**config.mk**
```make
export PLATFORM = sky130hd
export DESIGN_NAME = dkp_cmp
export DESIGN_NICKNAME = d
export VERILOG_FILES = /design/src/dkp_pkg.sv /design/src/dkp_cmp.sv
export SDC_FILE = /design/constraint.sdc
export NUM_CORES = 1
export LEC_CHECK = 0
export BUFFER_PORTS_ARGS = -buffer_cell sky130_fd_sc_hd__buf_2
export CORE_ASPECT_RATIO = 0.75
export CORE_MARGIN = 2
export CORE_UTILIZATION = 50
export DETAILED_ROUTE_END_ITERATION = 10
export GPL_TIMING_DRIVEN = 0
export PLACE_DENSITY = 0.88
export SYNTH_ARGS = -nofsm -noshare
export SYNTH_HDL_FRONTEND = slang
export SYNTH_SLANG_ARGS = --single-unit
```
**constraint.sdc**
```tcl
create_clock -name vclk -period 4.7
set_clock_uncertainty 0.1 [all_clocks]
set_input_delay 0 -clock vclk [all_inputs]
set_output_delay 0 -clock vclk [all_outputs]
set_load 0.01 [all_outputs]
```
**src/dkp_pkg.sv**
```systemverilog
// Shared types, field widths and operation codes of the dual-key node pool.
package dkp_pkg;

  localparam int unsigned DATA_W   = 32;
  localparam int unsigned HANDLE_W = 16;
  localparam int unsigned FREQ_W   = 16;
  localparam int unsigned COUNT_W  = 7;
  localparam int unsigned MODE_W   = 2;
  localparam int unsigned STATUS_W = 2;

  typedef logic [DATA_W-1:0]   data_t;
  typedef logic [HANDLE_W-1:0] handle_t;
  typedef logic [FREQ_W-1:0]   freq_t;
  typedef logic [COUNT_W-1:0]  count_t;
  typedef logic [MODE_W-1:0]   mode_t;
  typedef logic [STATUS_W-1:0] status_t;

  localparam mode_t MODE_INSERT  = 2'd0;
  localparam mode_t MODE_EXTRACT = 2'd1;
  localparam mode_t MODE_PRUNE   = 2'd2;
  localparam mode_t MODE_NOP     = 2'd3;

  localparam status_t STATUS_DONE  = 2'd0;
  localparam status_t STATUS_EMPTY = 2'd1;
  localparam status_t STATUS_FULL  = 2'd2;

  localparam freq_t FREQ_RESET = 16'd1;

  typedef struct packed {
    data_t   lower;
    data_t   upper;
    handle_t handle;
    data_t   seq;
  } entry_t;

  typedef struct packed {
    logic lt;
    logic eq;
    logic older;
  } cmp_res_t;

endpackage

```
**src/dkp_cmp.sv**
```systemverilog
// Shared compare unit: signed key order, key equality and node age order.
module dkp_cmp (
  input  dkp_pkg::data_t    a_key_i,
  input  dkp_pkg::data_t    b_key_i,
  input  dkp_pkg::data_t    ref_seq_i,
  input  dkp_pkg::data_t    a_seq_i,
  input  dkp_pkg::data_t    b_age_i,
  output dkp_pkg::data_t    a_age_o,
  output dkp_pkg::cmp_res_t res_o
);

  assign a_age_o     = ref_seq_i - a_seq_i;
  assign res_o.lt    = $signed(a_key_i) < $signed(b_key_i);
  assign res_o.eq    = a_key_i == b_key_i;
  assign res_o.older = a_age_o > b_age_i;

endmodule

```
==> metrics.cfg <==
[floorplan]
core_um2=6900
die_w_um=102
die_h_um=77.5
start_util=0.522
dieArea_um2=7910
rows=26
num_io_pins=195

[finish]
nFillCells=630
final.clkbuf_count=0
area_growth_syn_to_layout_pct=30.6
seq_cells=0
nets=967
seq_area_um2=0
drive_gt1_frac=0.288

[pwr]
power_density_nw_per_um2=150
leakage_nw=2.95
peakVddDrop_uv=92.7

[drt]
ant_nets=0
drt_wl_total_um=11400
via_per_inst=5.53
drtIter0Drc=175
vias=4473
firstDrtPassIters=5
wl_per_cell_um=14.1
route.detailed.drc=0

[setup_path]
crit_path_start_kind=input port
crit_slowest_cell=a311oi_1
crit_arrival_ns=3.80
cp_num_buf_inv=3
cp_max_fo=4
worstPathCellList=buf_2 -> inv_1 -> ha_1 -> fa_1 -> and2b_2 -> o2111ai_4 -> a311oi_1 -> o21ai_2 -> o211ai_1 -> a31oi_1 -> xnor2_1 -> ha_1 -> a21o_1 -> a21o_1 -> a21oi_1 -> o21ai_0 -> a211oi_1 -> nor3_1 -> buf_2
cp.required_ns=4.60
critPathTopFamily=compound AO/OA/AOI/OAI gates
crit_type=in2out
end_kind=primary output
max_stage_delay_ns=0.45

[timing]
worst_slack_ns=0.804
rsz0062_at_grt=no
report.final.slew_viol_count=0
hold_viol_final=0
fmax_mhz=257
worst_pin_slew_ns=0.470
tns_ns=0
min_period_ns=3.90
setup_viol=0
relSlewSlack=0.683
period_share=0.829

[placement]
place_ws_ns=0.835
numPortBuffers=195
place_hpwl_um=10200
gp_congestion=0.944

[global_routing]
grt_pass1_wl_um=18200
overflow=0
grt_max_degree=11
antenna_found_initial=2
first_global_vias=4157
track_usage=0.273

[logic_synthesis]
avgSynthCellArea_um2=7.01
syn-num-nets=770
synth_cell_types=51
postSynthCellCount=514
syn-cell-area_um2=3600
ys_seq_area_frac=0
yosysWarningCount=0

[cts]
hold_buffers=0
cts_setup_buffers=0
cts_resized=0

[run_status]
status=complete, no violations

[flow_run]
maxCapViolCount=0

[worst_hold_path]
hp-class=in2out

[tightest hold or removal path: cells and delay by family]
kind | cells | cell delay (ns)
adders and majority gates | 1 | 0.15
buffers and inverters | 3 | 0.25
[path summary, 6_finish.rpt]
kind / slack [ns] / endpoint / from / depth (start not counted)
hold / removal: 0.29 / a_age_o[0] / a_seq_i[0] / 4
setup / recovery: 0.80 / res_o[0] / ref_seq_i[0] / 19
[layout make-up]
cell class,instances,area (um2),area share
inverters,105,394,0.0838
repair buffers,195,976,0.207
well taps,98,123,0.0261
plain buffers,6,23.8,0.00505
multi-input cells,403,3180,0.677
diodes,2,5.00,0.00106
[cell families after synthesis]
logic type | share of synthesized area
xor gates and xnor gates | 0.0608
adders and majority gates | 0.336
muxes | 0.00834
buffers and inverters | 0.116
AOI/OAI and AO/OA | 0.305
and+or+nand+nor | 0.175
[cell usage after synthesis (6+ instances only)]
master / n / area (um2)
a211oi_1: 8 / 60.1
nand4_1: 22 / 138
o21ai_0: 15 / 75.1
nand2b_1: 7 / 43.8
nand2_1: 23 / 86.3
nor3_1: 11 / 55.1
xnor2_1: 17 / 149
nor2_1: 27 / 101
nand3_1: 6 / 30.0
o211ai_1: 8 / 60.1
o21a_1: 9 / 67.6
inv_1: 105 / 394
ha_1: 95 / 1190
a21oi_1: 46 / 230
xor2_1: 8 / 70.1
a21o_1: 42 / 315
nor2b_1: 8 / 50.1
[layer usage]
metal  wire, um  vias to the layer above  GRT usage
met4        184                        0     0.0387
met2       5380                      194      0.497
met3        885                       18     0.0162
li1           -                     2226          -
met1       4990                     2035      0.360
met5          0                        -          0
[metrics by stage]
step | util | hold slack, ns | cells | total power, mW | area [um2]
floorplan | - | 0.0758 | 514 | 0.455 | 3600
global placement | 0.682 | 0.273 | 807 | 0.667 | 4700
detailed placement | 0.682 | 0.294 | 807 | 0.693 | 4700
CTS | 0.682 | 0.294 | 807 | 0.698 | 4700
global route | 0.682 | 0.310 | 809 | 0.782 | 4710
finish | 0.682 | 0.293 | 809 | 0.705 | 4710
[report_power, final]
group	switching (mW)	internal, mW
logic	0.391	0.314
clock network	0	0.0000000569
registers	0	0
[cells in the final DEF (no fill, tap or decap), drive strengths merged, types with 6 or more instances in the layout]
cell,netlist,layout
a21o,42,42
xor2,8,8
o21ai,17,17
nand4,22,22
a211oi,8,8
nand2b,7,7
xnor2,17,17
a21oi,47,47
nor2b,8,8
inv,105,105
ha,95,95
nor2,27,27
o21a,9,9
buf,1,196
o211ai,8,8
nand3,6,6
nand2,23,23
nor3,12,12
Power figures use the tool's default switching activity.
